$ cat config.mk
export PLATFORM = sky130hd
export DESIGN_NAME = pid_controller_clamped_integral_flat
export DESIGN_NICKNAME = d
export VERILOG_FILES = /design/src/design/pcci_pkg.sv /design/src/design/pcci_in_if.sv /design/src/design/pcci_out_if.sv /design/src/design/pcci_cfg_if.sv /design/src/design/pcci_mac.sv /design/src/design/pcci_div.sv /design/src/design/pid_controller_clamped_integral.sv /design/src/flat_wrapper.sv
export SDC_FILE = /design/constraint.sdc
export NUM_CORES = 2
export LEC_CHECK = 0
export BUFFER_PORTS_ARGS = -buffer_cell sky130_fd_sc_hd__buf_2
export CAP_MARGIN = 20
export CORE_MARGIN = 3
export CORE_UTILIZATION = 45
export CTS_CLUSTER_SIZE = 12
export DETAILED_ROUTE_END_ITERATION = 8
export PLACE_DENSITY = 0.57
export RECOVER_POWER = 25
export SLEW_MARGIN = 30
export SYNTH_ARGS = -nofsm -noshare
export SYNTH_HDL_FRONTEND = slang
export SYNTH_HIERARCHICAL = 1
export SYNTH_SLANG_ARGS = --single-unit
$ cat constraint.sdc
create_clock -name clk_i -period 9.7 [get_ports clk_i]
set_clock_uncertainty 0.05 [all_clocks]
set_input_delay 1.455 -clock clk_i [delete_from_list [all_inputs] [get_ports clk_i]]
set_output_delay 1.455 -clock clk_i [all_outputs]
set_load 0.1 [all_outputs]
$ cat src/design/pcci_pkg.sv
// shared constants, types and codes for the clamped-integral pid controller
// no dependencies; every other design file refers to it by scoped names

package pcci_pkg;

  // fixed-point format
  localparam int FRAC_BITS = 16;

  // field widths
  localparam int DATA_W  = 32;
  localparam int DT_W    = 24;
  localparam int LIMIT_W = 31;
  localparam int ERR_W   = DATA_W + 1;
  localparam int DIFF_W  = ERR_W + 1;
  localparam int DERIV_W = DATA_W + 1;

  // shared multiplier: a (signed) times one half of b per cycle
  localparam int A_W     = DERIV_W;
  localparam int B_W     = DATA_W;
  localparam int SPLIT_W = B_W / 2;
  localparam int PART_W  = SPLIT_W + 1;
  localparam int PROD_W  = A_W + PART_W;
  localparam int ACC_W   = A_W + B_W;

  // drive sum of three scaled products
  localparam int SUM_W = ACC_W - FRAC_BITS + 1;

  // serial divider for the derivative
  localparam int QUO_W     = DATA_W;
  localparam int DIV_STEPS = 2;
  localparam int DIV_ITER  = QUO_W / DIV_STEPS;
  localparam int DIV_CNT_W = $clog2(DIV_ITER);

  // configuration
  localparam int CFG_IDX_W = 2;
  localparam logic [LIMIT_W-1:0] LIMIT_RESET = LIMIT_W'(65536000);

  // drive saturation bounds
  localparam logic signed [SUM_W-1:0] DRIVE_MAX = SUM_W'(signed'(32'h7FFF_FFFF));
  localparam logic signed [SUM_W-1:0] DRIVE_MIN = SUM_W'(signed'(32'h8000_0000));
  localparam logic signed [DATA_W-1:0] DRIVE_MAX_OUT = 32'sh7FFF_FFFF;
  localparam logic signed [DATA_W-1:0] DRIVE_MIN_OUT = 32'sh8000_0000;

  // register indexes
  typedef enum logic [CFG_IDX_W-1:0] {
    CFG_GAIN_P    = 2'd0,
    CFG_GAIN_I    = 2'd1,
    CFG_GAIN_D    = 2'd2,
    CFG_INT_LIMIT = 2'd3
  } cfg_idx_e;

  // which product the multiplier is working on
  typedef enum logic [1:0] {
    TAG_INT = 2'd0,
    TAG_KP  = 2'd1,
    TAG_KI  = 2'd2,
    TAG_KD  = 2'd3
  } mac_tag_e;

  typedef struct packed {
    logic     vld;
    logic     hi;
    mac_tag_e tag;
  } mac_op_t;

  typedef struct packed {
    logic     done;
    mac_tag_e tag;
  } mac_rsp_t;

endpackage

$ cat src/design/pcci_in_if.sv
// input request channel: setpoint, measurement and time step
// depends on pcci_pkg for field widths

interface pcci_in_if;
  logic                                valid;
  logic                                ready;
  logic signed [pcci_pkg::DATA_W-1:0] setpoint;
  logic signed [pcci_pkg::DATA_W-1:0] measurement;
  logic        [pcci_pkg::DT_W-1:0]   time_step;

  modport source (output valid, setpoint, measurement, time_step, input ready);
  modport sink   (input valid, setpoint, measurement, time_step, output ready);
endinterface

$ cat src/design/pcci_out_if.sv
// result channel: saturated drive value and its clip flag
// depends on pcci_pkg for field widths

interface pcci_out_if;
  logic                                valid;
  logic                                ready;
  logic signed [pcci_pkg::DATA_W-1:0] drive;
  logic                                saturated;

  modport source (output valid, drive, saturated, input ready);
  modport sink   (input valid, drive, saturated, output ready);
endinterface

$ cat src/design/pcci_cfg_if.sv
// configuration write channel: register index and write data
// depends on pcci_pkg for widths

interface pcci_cfg_if;
  logic                              valid;
  logic                              ready;
  logic [pcci_pkg::CFG_IDX_W-1:0]   index;
  logic [pcci_pkg::DATA_W-1:0]      data;

  modport source (output valid, index, data, input ready);
  modport sink   (input valid, index, data, output ready);
endinterface

$ cat src/design/pcci_mac.sv
// shared multiply-accumulate unit: one half of b per cycle, low half then high half for each product
// depends on pcci_pkg for widths and the op/response structs

module pcci_mac (
  input  logic                                 clk_i,
  input  logic                                 rst_ni,
  input  pcci_pkg::mac_op_t                    op_i,
  input  logic signed [pcci_pkg::A_W-1:0]     a_i,
  input  logic signed [pcci_pkg::B_W-1:0]     b_i,
  output logic signed [pcci_pkg::ACC_W-1:0]   acc_o,
  output pcci_pkg::mac_rsp_t                   rsp_o
);

  logic signed [pcci_pkg::PART_W-1:0] part;
  logic signed [pcci_pkg::PROD_W-1:0] prod_d;
  logic signed [pcci_pkg::PROD_W-1:0] prod_q;
  logic                               prod_vld_q;
  logic                               prod_hi_q;
  pcci_pkg::mac_tag_e                 prod_tag_q;
  logic signed [pcci_pkg::ACC_W-1:0]  addend;
  logic signed [pcci_pkg::ACC_W-1:0]  base;
  logic signed [pcci_pkg::ACC_W-1:0]  acc_q;
  pcci_pkg::mac_rsp_t                 rsp_q;

  // low half is unsigned, high half carries the sign of b
  assign part = op_i.hi ?
      signed'({b_i[pcci_pkg::B_W-1], b_i[pcci_pkg::B_W-1:pcci_pkg::SPLIT_W]}) :
      signed'({1'b0, b_i[pcci_pkg::SPLIT_W-1:0]});

  assign prod_d = a_i * part;

  // partial product weighted into the accumulator, low half clears it
  assign addend = prod_hi_q ?
      (pcci_pkg::ACC_W'(prod_q) <<< pcci_pkg::SPLIT_W) : pcci_pkg::ACC_W'(prod_q);
  assign base   = prod_hi_q ? acc_q : '0;

  always_ff @(posedge clk_i or negedge rst_ni) begin
    if (!rst_ni) begin
      prod_q     <= '0;
      prod_vld_q <= 1'b0;
      prod_hi_q  <= 1'b0;
      prod_tag_q <= pcci_pkg::TAG_INT;
      acc_q      <= '0;
      rsp_q      <= '0;
    end else begin
      prod_vld_q <= op_i.vld;
      if (op_i.vld) begin
        prod_q     <= prod_d;
        prod_hi_q  <= op_i.hi;
        prod_tag_q <= op_i.tag;
      end
      rsp_q.done <= prod_vld_q && prod_hi_q;
      if (prod_vld_q) begin
        acc_q     <= base + addend;
        rsp_q.tag <= prod_tag_q;
      end
    end
  end

  assign acc_o = acc_q;
  assign rsp_o = rsp_q;

endmodule

$ cat src/design/pcci_div.sv
// serial divider for the derivative: (diff << FRAC_BITS) / time_step, truncated
// two quotient bits per cycle, result clipped to +-(2^32 - 1); depends on pcci_pkg

module pcci_div (
  input  logic                                   clk_i,
  input  logic                                   rst_ni,
  input  logic                                   start_i,
  input  logic signed [pcci_pkg::DIFF_W-1:0]    diff_i,
  input  logic        [pcci_pkg::DT_W-1:0]      dt_i,
  output logic                                   vld_o,
  output logic signed [pcci_pkg::DERIV_W-1:0]   quot_o
);

  typedef enum logic [1:0] {
    D_IDLE,
    D_PREP,
    D_ITER,
    D_FIN
  } div_state_e;

  div_state_e                          state_q;
  logic                                neg_q;
  logic                                sat_q;
  logic [pcci_pkg::DIFF_W-1:0]         mag_q;
  logic [pcci_pkg::DT_W-1:0]           dt_q;
  logic [pcci_pkg::DT_W-1:0]           rem_q;
  logic [pcci_pkg::DT_W-1:0]           rem_d;
  logic [pcci_pkg::QUO_W-1:0]          num_q;
  logic [pcci_pkg::QUO_W-1:0]          num_d;
  logic [pcci_pkg::DIV_CNT_W-1:0]      cnt_q;
  logic                                vld_q;
  logic signed [pcci_pkg::DERIV_W-1:0] quot_q;
  logic [pcci_pkg::DIFF_W-1:0]         mag_hi;
  logic [pcci_pkg::DIFF_W+pcci_pkg::FRAC_BITS-1:0] mag_sh;
  logic [pcci_pkg::QUO_W-1:0]          mag_res;
  logic [pcci_pkg::DERIV_W-1:0]        mag_ext;

  // the part of the dividend above the quotient range; at or above the
  // divisor the quotient does not fit and is clipped
  assign mag_hi = mag_q >> (pcci_pkg::QUO_W - pcci_pkg::FRAC_BITS);
  assign mag_sh = {mag_q, {pcci_pkg::FRAC_BITS{1'b0}}};

  // restoring steps, quotient bits shift in where dividend bits leave
  always_comb begin
    logic [pcci_pkg::DT_W:0]    t;
    logic [pcci_pkg::DT_W-1:0]  r;
    logic [pcci_pkg::QUO_W-1:0] n;
    r = rem_q;
    n = num_q;
    for (int k = 0; k < pcci_pkg::DIV_STEPS; k++) begin
      t = {r, n[pcci_pkg::QUO_W-1]};
      n = {n[pcci_pkg::QUO_W-2:0], 1'b0};
      if (t >= {1'b0, dt_q}) begin
        t    = t - {1'b0, dt_q};
        n[0] = 1'b1;
      end
      r = t[pcci_pkg::DT_W-1:0];
    end
    rem_d = r;
    num_d = n;
  end

  assign mag_res = sat_q ? {pcci_pkg::QUO_W{1'b1}} : num_q;
  assign mag_ext = {1'b0, mag_res};

  always_ff @(posedge clk_i or negedge rst_ni) begin
    if (!rst_ni) begin
      state_q <= D_IDLE;
      neg_q   <= 1'b0;
      sat_q   <= 1'b0;
      mag_q   <= '0;
      dt_q    <= '0;
      rem_q   <= '0;
      num_q   <= '0;
      cnt_q   <= '0;
      vld_q   <= 1'b0;
      quot_q  <= '0;
    end else begin
      case (state_q)
        D_IDLE: begin
          if (start_i) begin
            neg_q   <= diff_i[pcci_pkg::DIFF_W-1];
            mag_q   <= diff_i[pcci_pkg::DIFF_W-1] ? 
                       pcci_pkg::DIFF_W'(-diff_i) : pcci_pkg::DIFF_W'(diff_i);
            dt_q    <= dt_i;
            vld_q   <= 1'b0;
            state_q <= D_PREP;
          end
        end
        D_PREP: begin
          sat_q <= 1'b0;
          cnt_q <= '0;
          if (dt_q == '0) begin
            // zero time step: derivative taken as zero
            num_q   <= '0;
            state_q <= D_FIN;
          end else if (mag_hi >= pcci_pkg::DIFF_W'(dt_q)) begin
            sat_q   <= 1'b1;
            state_q <= D_FIN;
          end else begin
            rem_q   <= mag_hi[pcci_pkg::DT_W-1:0];
            num_q   <= mag_sh[pcci_pkg::QUO_W-1:0];
            state_q <= D_ITER;
          end
        end
        D_ITER: begin
          rem_q <= rem_d;
          num_q <= num_d;
          cnt_q <= cnt_q + 1'b1;
          if (cnt_q == pcci_pkg::DIV_CNT_W'(pcci_pkg::DIV_ITER - 1)) begin
            state_q <= D_FIN;
          end
        end
        D_FIN: begin
          quot_q  <= neg_q ? signed'(-mag_ext) : signed'(mag_ext);
          vld_q   <= 1'b1;
          state_q <= D_IDLE;
        end
        default: begin
          state_q <= D_IDLE;
        end
      endcase
    end
  end

  assign vld_o  = vld_q;
  assign quot_o = quot_q;

endmodule

$ cat src/design/pid_controller_clamped_integral.sv
// top level of the clamped-integral pid controller: sequencer, state and output register
// depends on pcci_pkg, the three channel interfaces, pcci_mac and pcci_div
//
// usage
//   in_i carries one request per control step: setpoint and measurement
//   (signed Q16.16) and the time step (unsigned Q8.16). out_o returns one
//   result per request: the drive value (signed Q16.16, clipped to 32 bits)
//   and a flag set when clipping took place.
//   cfg_i writes the gains and the integral limit; it is always ready and
//   writes should only be issued while no request is in flight.
// sequencing
//   requests are handled one at a time: in_i is ready again only once the
//   result is loaded into the output register, in the cycle that result
//   is first offered. the time to a result is set by the derivative divider
//   (two quotient bits per step) followed by the derivative gain product on
//   the shared multiplier: low half then high half of the gain, through its
//   product and accumulator registers. with a zero time step or a clipped
//   derivative the divider skips its iterations and finishes sooner.
// reset and stalls
//   reset clears the integral, the previous error and the output register,
//   zeroes the gains and sets the limit to 1000.0.
//   the result sits in an output register; if the receiver stalls, the
//   next request is still accepted and worked on, and waits at its final
//   step until the register has been emptied.

module pid_controller_clamped_integral (
  input  logic        clk_i,
  input  logic        rst_ni,
  pcci_in_if.sink     in_i,
  pcci_out_if.source  out_o,
  pcci_cfg_if.sink    cfg_i
);

  typedef enum logic [3:0] {
    S_IDLE,
    S_INT_LO,
    S_INT_HI,
    S_KP_LO,
    S_KP_HI,
    S_KI_LO,
    S_KI_HI,
    S_WAIT_DIV,
    S_KD_LO,
    S_KD_HI,
    S_WAIT_KD,
    S_SAT
  } seq_state_e;

  seq_state_e                                state_q;

  // configuration
  logic signed [pcci_pkg::DATA_W-1:0]       kp_q;
  logic signed [pcci_pkg::DATA_W-1:0]       ki_q;
  logic signed [pcci_pkg::DATA_W-1:0]       kd_q;
  logic        [pcci_pkg::LIMIT_W-1:0]      limit_q;

  // controller state and per-request values
  logic signed [pcci_pkg::DATA_W-1:0]       int_q;
  logic signed [pcci_pkg::ERR_W-1:0]        lerr_q;
  logic signed [pcci_pkg::ERR_W-1:0]        err_q;
  logic        [pcci_pkg::DT_W-1:0]         dt_q;
  logic signed [pcci_pkg::DIFF_W-1:0]       diff_q;
  logic signed [pcci_pkg::SUM_W-1:0]        sum_q;

  // output register
  logic                                      out_vld_q;
  logic signed [pcci_pkg::DATA_W-1:0]       drive_q;
  logic                                      sat_q;

  // shared units
  pcci_pkg::mac_op_t                         mac_op;
  logic signed [pcci_pkg::A_W-1:0]          mac_a;
  logic signed [pcci_pkg::B_W-1:0]          mac_b;
  logic signed [pcci_pkg::ACC_W-1:0]        mac_acc;
  pcci_pkg::mac_rsp_t                        mac_rsp;
  logic                                      div_start;
  logic                                      div_vld;
  logic signed [pcci_pkg::DERIV_W-1:0]      div_quot;

  logic signed [pcci_pkg::ACC_W-1:0]        acc_sh;
  logic signed [pcci_pkg::SUM_W-1:0]        term;
  logic signed [pcci_pkg::SUM_W-1:0]        int_sum;
  logic signed [pcci_pkg::SUM_W-1:0]        lim_pos;
  logic signed [pcci_pkg::SUM_W-1:0]        lim_neg;
  logic signed [pcci_pkg::DATA_W-1:0]      int_d;
  logic                                      out_free;

  // handshakes
  assign in_i.ready      = (state_q == S_IDLE);
  assign cfg_i.ready     = 1'b1;
  assign out_o.valid     = out_vld_q;
  assign out_o.drive     = drive_q;
  assign out_o.saturated = sat_q;
  assign out_free        = !out_vld_q || out_o.ready;

  // operand selection for the shared multiplier
  always_comb begin
    mac_op.vld = 1'b0;
    mac_op.hi  = 1'b0;
    mac_op.tag = pcci_pkg::TAG_INT;
    mac_a      = pcci_pkg::A_W'(err_q);
    mac_b      = pcci_pkg::B_W'(dt_q);
    case (state_q)
      S_INT_LO, S_INT_HI: begin
        mac_op.vld = 1'b1;
        mac_op.hi  = (state_q == S_INT_HI);
        mac_op.tag = pcci_pkg::TAG_INT;
      end
      S_KP_LO, S_KP_HI: begin
        mac_op.vld = 1'b1;
        mac_op.hi  = (state_q == S_KP_HI);
        mac_op.tag = pcci_pkg::TAG_KP;
        mac_b      = kp_q;
      end
      S_KI_LO, S_KI_HI: begin
        mac_op.vld = 1'b1;
        mac_op.hi  = (state_q == S_KI_HI);
        mac_op.tag = pcci_pkg::TAG_KI;
        mac_a      = pcci_pkg::A_W'(int_q);
        mac_b      = ki_q;
      end
      S_KD_LO, S_KD_HI: begin
        mac_op.vld = 1'b1;
        mac_op.hi  = (state_q == S_KD_HI);
        mac_op.tag = pcci_pkg::TAG_KD;
        mac_a      = pcci_pkg::A_W'(div_quot);
        mac_b      = kd_q;
      end
      default: begin
      end
    endcase
  end

  assign div_start = (state_q == S_INT_HI);

  pcci_mac u_pcci_mac (
    .clk_i  (clk_i),
    .rst_ni (rst_ni),
    .op_i   (mac_op),
    .a_i    (mac_a),
    .b_i    (mac_b),
    .acc_o  (mac_acc),
    .rsp_o  (mac_rsp)
  );

  pcci_div u_pcci_div (
    .clk_i   (clk_i),
    .rst_ni  (rst_ni),
    .start_i (div_start),
    .diff_i  (diff_q),
    .dt_i    (dt_q),
    .vld_o   (div_vld),
    .quot_o  (div_quot)
  );

  // finished product scaled down with floor rounding
  assign acc_sh = mac_acc >>> pcci_pkg::FRAC_BITS;
  assign term   = signed'(acc_sh[pcci_pkg::SUM_W-1:0]);

  // integral update and symmetric clamp
  assign int_sum = pcci_pkg::SUM_W'(int_q) + term;
  assign lim_pos = pcci_pkg::SUM_W'(signed'({1'b0, limit_q}));
  assign lim_neg = -lim_pos;

  always_comb begin
    if (int_sum > lim_pos) begin
      int_d = lim_pos[pcci_pkg::DATA_W-1:0];
    end else if (int_sum < lim_neg) begin
      int_d = lim_neg[pcci_pkg::DATA_W-1:0];
    end else begin
      int_d = int_sum[pcci_pkg::DATA_W-1:0];
    end
  end

  // sequencer, controller state, configuration and output register
  always_ff @(posedge clk_i or negedge rst_ni) begin
    if (!rst_ni) begin
      state_q   <= S_IDLE;
      kp_q      <= '0;
      ki_q      <= '0;
      kd_q      <= '0;
      limit_q   <= pcci_pkg::LIMIT_RESET;
      int_q     <= '0;
      lerr_q    <= '0;
      err_q     <= '0;
      dt_q      <= '0;
      diff_q    <= '0;
      sum_q     <= '0;
      out_vld_q <= 1'b0;
      drive_q   <= '0;
      sat_q     <= 1'b0;
    end else begin
      // register writes
      if (cfg_i.valid) begin
        case (pcci_pkg::cfg_idx_e'(cfg_i.index))
          pcci_pkg::CFG_GAIN_P:    kp_q    <= signed'(cfg_i.data);
          pcci_pkg::CFG_GAIN_I:    ki_q    <= signed'(cfg_i.data);
          pcci_pkg::CFG_GAIN_D:    kd_q    <= signed'(cfg_i.data);
          pcci_pkg::CFG_INT_LIMIT: limit_q <= cfg_i.data[pcci_pkg::LIMIT_W-1:0];
          default: begin
          end
        endcase
      end

      // finished products from the shared multiplier
      if (mac_rsp.done) begin
        case (mac_rsp.tag)
          pcci_pkg::TAG_INT: int_q <= int_d;
          pcci_pkg::TAG_KP,
          pcci_pkg::TAG_KI,
          pcci_pkg::TAG_KD:  sum_q <= sum_q + term;
          default: begin
          end
        endcase
      end

      // result taken; a new one loaded in the same cycle is set below
      if (out_o.valid && out_o.ready && (state_q != S_SAT)) begin
        out_vld_q <= 1'b0;
      end

      case (state_q)
        S_IDLE: begin
          if (in_i.valid) begin
            err_q   <= pcci_pkg::ERR_W'(in_i.setpoint) - pcci_pkg::ERR_W'(in_i.measurement);
            dt_q    <= in_i.time_step;
            sum_q   <= '0;
            state_q <= S_INT_LO;
          end
        end
        S_INT_LO: begin
          diff_q  <= pcci_pkg::DIFF_W'(err_q) - pcci_pkg::DIFF_W'(lerr_q);
          lerr_q  <= err_q;
          state_q <= S_INT_HI;
        end
        S_INT_HI:   state_q <= S_KP_LO;
        S_KP_LO:    state_q <= S_KP_HI;
        S_KP_HI:    state_q <= S_KI_LO;
        S_KI_LO:    state_q <= S_KI_HI;
        S_KI_HI:    state_q <= S_WAIT_DIV;
        S_WAIT_DIV: begin
          if (div_vld) begin
            state_q <= S_KD_LO;
          end
        end
        S_KD_LO:    state_q <= S_KD_HI;
        S_KD_HI:    state_q <= S_WAIT_KD;
        S_WAIT_KD: begin
          if (mac_rsp.done && (mac_rsp.tag == pcci_pkg::TAG_KD)) begin
            state_q <= S_SAT;
          end
        end
        S_SAT: begin
          // clip to 32 bits once the output register is free
          if (out_free) begin
            out_vld_q <= 1'b1;
            if (sum_q > pcci_pkg::DRIVE_MAX) begin
              drive_q <= pcci_pkg::DRIVE_MAX_OUT;
              sat_q   <= 1'b1;
            end else if (sum_q < pcci_pkg::DRIVE_MIN) begin
              drive_q <= pcci_pkg::DRIVE_MIN_OUT;
              sat_q   <= 1'b1;
            end else begin
              drive_q <= sum_q[pcci_pkg::DATA_W-1:0];
              sat_q   <= 1'b0;
            end
            state_q <= S_IDLE;
          end
        end
        default: begin
          state_q <= S_IDLE;
        end
      endcase
    end
  end

endmodule

$ cat src/flat_wrapper.sv
// flat-port wrapper written by rule: the top's interface ports become plain ports
module pid_controller_clamped_integral_flat 
  (clk_i, rst_ni, in_i_valid, in_i_setpoint, in_i_measurement, in_i_time_step, in_i_ready, out_o_valid, out_o_drive, out_o_saturated, out_o_ready, cfg_i_valid, cfg_i_index, cfg_i_data, cfg_i_ready);
  pcci_in_if in_i_i ();
  pcci_out_if out_o_i ();
  pcci_cfg_if cfg_i_i ();
  input  logic clk_i;
  input  logic rst_ni;
  input wire logic [$bits(in_i_i.valid)-1:0] in_i_valid;
  input wire logic [$bits(in_i_i.setpoint)-1:0] in_i_setpoint;
  input wire logic [$bits(in_i_i.measurement)-1:0] in_i_measurement;
  input wire logic [$bits(in_i_i.time_step)-1:0] in_i_time_step;
  output wire logic [$bits(in_i_i.ready)-1:0] in_i_ready;
  output wire logic [$bits(out_o_i.valid)-1:0] out_o_valid;
  output wire logic [$bits(out_o_i.drive)-1:0] out_o_drive;
  output wire logic [$bits(out_o_i.saturated)-1:0] out_o_saturated;
  input wire logic [$bits(out_o_i.ready)-1:0] out_o_ready;
  input wire logic [$bits(cfg_i_i.valid)-1:0] cfg_i_valid;
  input wire logic [$bits(cfg_i_i.index)-1:0] cfg_i_index;
  input wire logic [$bits(cfg_i_i.data)-1:0] cfg_i_data;
  output wire logic [$bits(cfg_i_i.ready)-1:0] cfg_i_ready;
  assign in_i_i.valid = in_i_valid;
  assign in_i_i.setpoint = in_i_setpoint;
  assign in_i_i.measurement = in_i_measurement;
  assign in_i_i.time_step = in_i_time_step;
  assign in_i_ready = in_i_i.ready;
  assign out_o_valid = out_o_i.valid;
  assign out_o_drive = out_o_i.drive;
  assign out_o_saturated = out_o_i.saturated;
  assign out_o_i.ready = out_o_ready;
  assign cfg_i_i.valid = cfg_i_valid;
  assign cfg_i_i.index = cfg_i_index;
  assign cfg_i_i.data = cfg_i_data;
  assign cfg_i_ready = cfg_i_i.ready;
  pid_controller_clamped_integral u_core (.clk_i(clk_i), .rst_ni(rst_ni), .in_i(in_i_i), .out_o(out_o_i), .cfg_i(cfg_i_i));
endmodule
== Word-level counts from Yosys, hierarchy flattened ==
Index checks and enable logic that the tools add are counted.

* Input port bits: 127
* Logic and storage cells: 159
* Register bits after elaboration: 649
* Output and inout bits: 36

* Reduce and logical (&&, ||, !) cells: 31
* $mul: 1
* Equality and inequality tests: 31
* Order comparisons: 7
* Add/sub/neg operators: 11
* Mux-type cells: 47

{| class="wikitable"
|+ Operators by type and width
! operator !! count
|-
| $mux W32 || 7
|-
| $mux W50 || 4
|-
| $mux W65 || 2
|-
| $mux W24 || 4
|-
| $pmux W32 S3 || 1
|-
| $pmux W33 S2 || 1
|-
| $add A65 B65 Y65 || 1
|-
| $pmux W32 S2 || 1
|-
| $add A32 B49 Y50 || 1
|-
| $add A50 B49 Y50 || 1
|-
| $ge A25 B24 Y1 || 2
|-
| $gt A50 B32 Y1 || 1
|-
| $gt A50 B32 Y1 const B || 1
|-
| $lt A50 B32 Y1 const B || 1
|-
| $lt A50 B50 Y1 || 1
|-
| $mul A33 B17 Y50 || 1
|-
| $neg A31 Y50 || 1
|-
| $pmux W24 S2 || 1
|-
| $pmux W4 S12 || 1
|-
| $sub A24 B24 Y24 || 2
|-
| $mux W34 || 1
|-
| $neg A34 Y34 || 1
|-
| $sub A33 B33 Y34 || 1
|-
| $mux W33 || 1
|-
| 34 further kinds || 89
|}

== Depth between registers and ports, before layout ==
* Depth after elaboration: 6
* Depth in mapped cells: 36
* Depth with buffers taken out: 33

== Hierarchy ==
The synthesis kept the hierarchy.

{| class="wikitable"
|+ By module, submodules not included
! module !! cells each !! instances !! area an instance (um^2) !! seq. area each (um^2)
|-
| pcci_mac || 3,094 || 1 || 28,053.2 || 3,052.9
|-
| pid_controller_clamped_integral || 3,152 || 1 || 27,343.7 || 9,291.4
|-
| pcci_div || 1,213 || 1 || 10,831.6 || 3,903.7
|}

== Worst setup path after synthesis ==
Ideal clock, no wire load.

* Kind: reg-to-reg
* Start point: register u_core.state_q[0]
* End point: register u_core/u_pcci_mac/prod_q[48] (netlist name)
* Required time: 9.560 ns
* Period minus slack after synthesis: 8.375 ns
* Path slack: 1.325 ns
* Path buffers: 5
* Arrival: 8.235 ns
* Setup time: 0.090 ns
* Cell stages (with the launch flop): 29
* Cells stage by stage: dfrtp_1 > clkbuf_1 > or2_2 > o21ai_0 > clkbuf_1 > clkbuf_1 > mux2_2 > clkbuf_1 > and2_1 > fa_1 > fa_1 > fa_1 > fa_1 > fa_1 > inv_1 > fa_1 > inv_1 > ha_1 > clkbuf_1 > a21o_1 > a21o_1 > a21oi_1 > nor2b_1 > o21a_1 > o21a_1 > o21ai_0 > nand2b_1 > or4_1 > o2111ai_1

{| class="wikitable"
|+ RTL lines
! item !! RTL line !! source
|-
| start, declared || pid_controller_clamped_integral.sv:49 || <nowiki>seq_state_e state_q;</nowiki>
|-
| start signal, assigned || pid_controller_clamped_integral.sv:178 || <nowiki>state_q <= S_IDLE;</nowiki>
|-
| start signal, assigned || pid_controller_clamped_integral.sv:228 || <nowiki>state_q <= S_INT_LO;</nowiki>
|-
| start signal, assigned || pid_controller_clamped_integral.sv:234 || <nowiki>state_q <= S_INT_HI;</nowiki>
|-
| end signal, assigned || pcci_mac.sv:48 || <nowiki>prod_q <= prod_d;</nowiki>
|-
| end, declared || pcci_mac.sv:16 || <nowiki>logic signed [pcci_pkg::PROD_W-1:0] prod_q;</nowiki>
|}

== Worst setup path after layout ==
* Start point: register u_core.state_q[1]
* End point: register u_core/u_pcci_mac/prod_q[48] (netlist name)

* Elaborated cells on any way between the ends: 17
* Classes of those cells: mul: 1; eq/ne: 8; mux: 4; reduce/logical: 4

{| class="wikitable"
|+ RTL lines
! item !! RTL line !! source
|-
| $eq A4 B4 Y1 / $eq A4 B3 Y1 (equally long branches) || pid_controller_clamped_integral.sv:103 || <nowiki>case (state_q)</nowiki>
|-
| $reduce_or A2 Y1 || pid_controller_clamped_integral.sv:103 ||
|-
| $pmux W33 S2 * || pid_controller_clamped_integral.sv:103 ||
|-
| via u_core.mac_a (one bit) || pid_controller_clamped_integral.sv:72 || <nowiki>logic signed [pcci_pkg::A_W-1:0] mac_a;</nowiki>
|-
| $mul A33 B17 Y50 * || pcci_mac.sv:30 || <nowiki>assign prod_d = a_i * part;</nowiki>
|}

The timed path passes the listed nets; every way through them passes the cells marked *.
A chain may end at the register's enable or synchronous reset.

==> results.md <==
- TritonCTS buffer count: 78
- Syn nets: 8,605
- Met3 usage: 4.84%
- Row count: 140
- Fin. max-slew vios: 558
- Post-route clock period utilization: 95.8%
- Startpoint of the worst hold path: u_core/u_pcci_div/mag_q[8]
- Minimum clock period: 9.29 ns
- Largest net degree at the start of global routing: 107
- Avg Cell Area, Syn: 8.88 um^2
- Worst-path maximum fanout: 25
- Synth Warn #: 6
- CP Capture Type: register
- Hold WC Path Type: reg -> reg
- GRT met2 Usage: 43.6%
- Post-DRT Antenna Nets: 0
- Layout area overhead: 8.68%
- Most frequent cells in the layout: nand2_1, inv_1, dfrtp_1
- Initial antenna violation count: 16
- Global placer's final weighted congestion: 0.941
- Hold WS: 0.425 ns
- Mapped Cells: 7,456
- Nets: 8,635
- R2r startpoint: u_core/state_q[1]
- Syn Std Cell Area: 0.0662 mm^2
- Final HPWL DP: 164,000 um
- Total number of vias: 54,934
- Die area: 0.152 mm^2
- Clock-pin slew on the worst setup and hold paths: 0.07 ns
- Clock net sink count: 648
- WL/cell: 22.3 um
- Residual DRC: 0
- Design Area, Final: 0.0719 mm^2
- Worst slew margin: -184%
- Met1 Use GR: 39.8%
- Failing checks: capacitance limit, slew limit
- Post-layout util: 49.3%
- Via/cell ratio: 5.80
- Crit. Startpoint: u_core/state_q[1]
- Htree depth: 3
- CP required: 10.26 ns
- Port bufs: 161
- RSZ-0062 raised after global routing: no
- CP Data Arrival Time: 9.86 ns
- Vias in the first global route: 54,887
- Drt initial violations: 4,805
- Share of cells above drive strength 1: 11.3%
- Initial Utilization: 45.4%
- Final hold viol count: 0
- CP startpoint kind: register
- Final setup vio count: 0
- Status: complete, but fails checks
- GRT Total Usage: 27.8%
- Total wire length: 211,000 um
- Crit path kind: reg -> reg
- Drt pass-1 iters: 9
- Grt peak-use layer: met2
- CTS tree: yes
- Top Ports: 163
- Area after DPL: 0.0693 mm^2
- Core area: 0.146 mm^2
- Fmax: 108 MHz
- Die Height: 390 um
- Max Cap Viol: 11
- Root buffer cell: clkbuf_16
- Total negative slack: 0 ns
- Most common cell after layout, fill and taps aside: nand2_1
- Clock Tree Buf Depth: 3
- Chip Width: 390 um
- Clock Latency Late Sink: 0.70 ns
- Post-CTS setup buffer count: 0
- Gr ovfl total: 0
- First-pass GRT wire length: 329,000 um
- Slew @ Worst Pin: 4.27 ns
[registers in the layout, summed over array words and instances (netlist names), 31 cells and up]
| register | cells |
|---|---|
| u_core/diff_q | 34 |
| u_core/err_q | 33 |
| u_core/int_q | 32 |
| u_core/kd_q | 32 |
| u_core/ki_q | 32 |
| u_core/kp_q | 32 |
| u_core/lerr_q | 33 |
| u_core/limit_q | 31 |
| u_core/out_o.drive | 32 |
| u_core/sum_q | 50 |
| u_core/u_pcci_div/mag_q | 34 |
| u_core/u_pcci_div/num_q | 32 |
| u_core/u_pcci_div/quot_o | 33 |
| u_core/u_pcci_mac/acc_o | 64 |
| u_core/u_pcci_mac/prod_q | 50 |
[worst max-delay path, cell delays in order, from the launching register on]
cell and delay, ns:
dfrtp_2 0.54, xnor2_1 0.53, nor2_4 0.24, buf_4 0.29, a22oi_1 0.58, nand2_1 0.59
and2_1 0.32, fa_1 0.48, inv_1 0.06, fa_1 0.49, fa_1 0.51, inv_1 0.05
fa_1 0.46, fa_1 0.57, inv_1 0.06, fa_1 0.52, inv_1 0.04, ha_1 0.35
a21oi_1 0.35, o21ai_0 0.20, or3b_2 0.48, a311oi_2 0.48, nor3_1 0.11, o21a_1 0.20
or4_1 0.52, o2111ai_1 0.11
[per-stage QoR]
stage,setup slack (ns),instances
final,0.406,9472
after global routing,0.0107,9466
after CTS,0.282,9463
after detailed placement,0.313,9321
after global placement,0.445,9320
after floorplan,1.33,7456
[final cells by class]
class,instances,area (um^2)
Fill cell,13990,74000
Multi-Input combinational cell,5627,45700
Sequential cell,648,16200
Inverter,840,3150
Tap cell,1917,2400
Clock buffer,106,2190
Timing Repair Buffer,291,1780
Clock inverter,36,464
Antenna cell,7,17.5
[routing by layer]
metal	up-vias	wire length, um
met5	-	66
met4	10	5810
met3	315	15500
met2	1695	94200
met1	27515	95600
li1	25399	-
[worst paths after layout]
check                                                to  slack [ns]  cells past startpoint
max                        u_core/u_pcci_mac/prod_q[48]        0.41                     25
min                         u_core/u_pcci_div/num_q[24]        0.43                      1
max reg2reg                u_core/u_pcci_mac/prod_q[48]        0.41                     25
min reg2reg                 u_core/u_pcci_div/num_q[24]        0.43                      1
max in group asynchronous  u_core/u_pcci_div/quot_o[19]        2.20                      2
min in group asynchronous            u_core/limit_q[30]        2.21                      1
[repair_timing]
action | in CTS | in global routing
hold buffers | 0 | 0
setup endpoints to repair | 0 | 9
resized for setup | 0 | 12
Power is not shown: default switching activity piles up to over one toggle a cycle in this logic, so the estimate is an artifact.
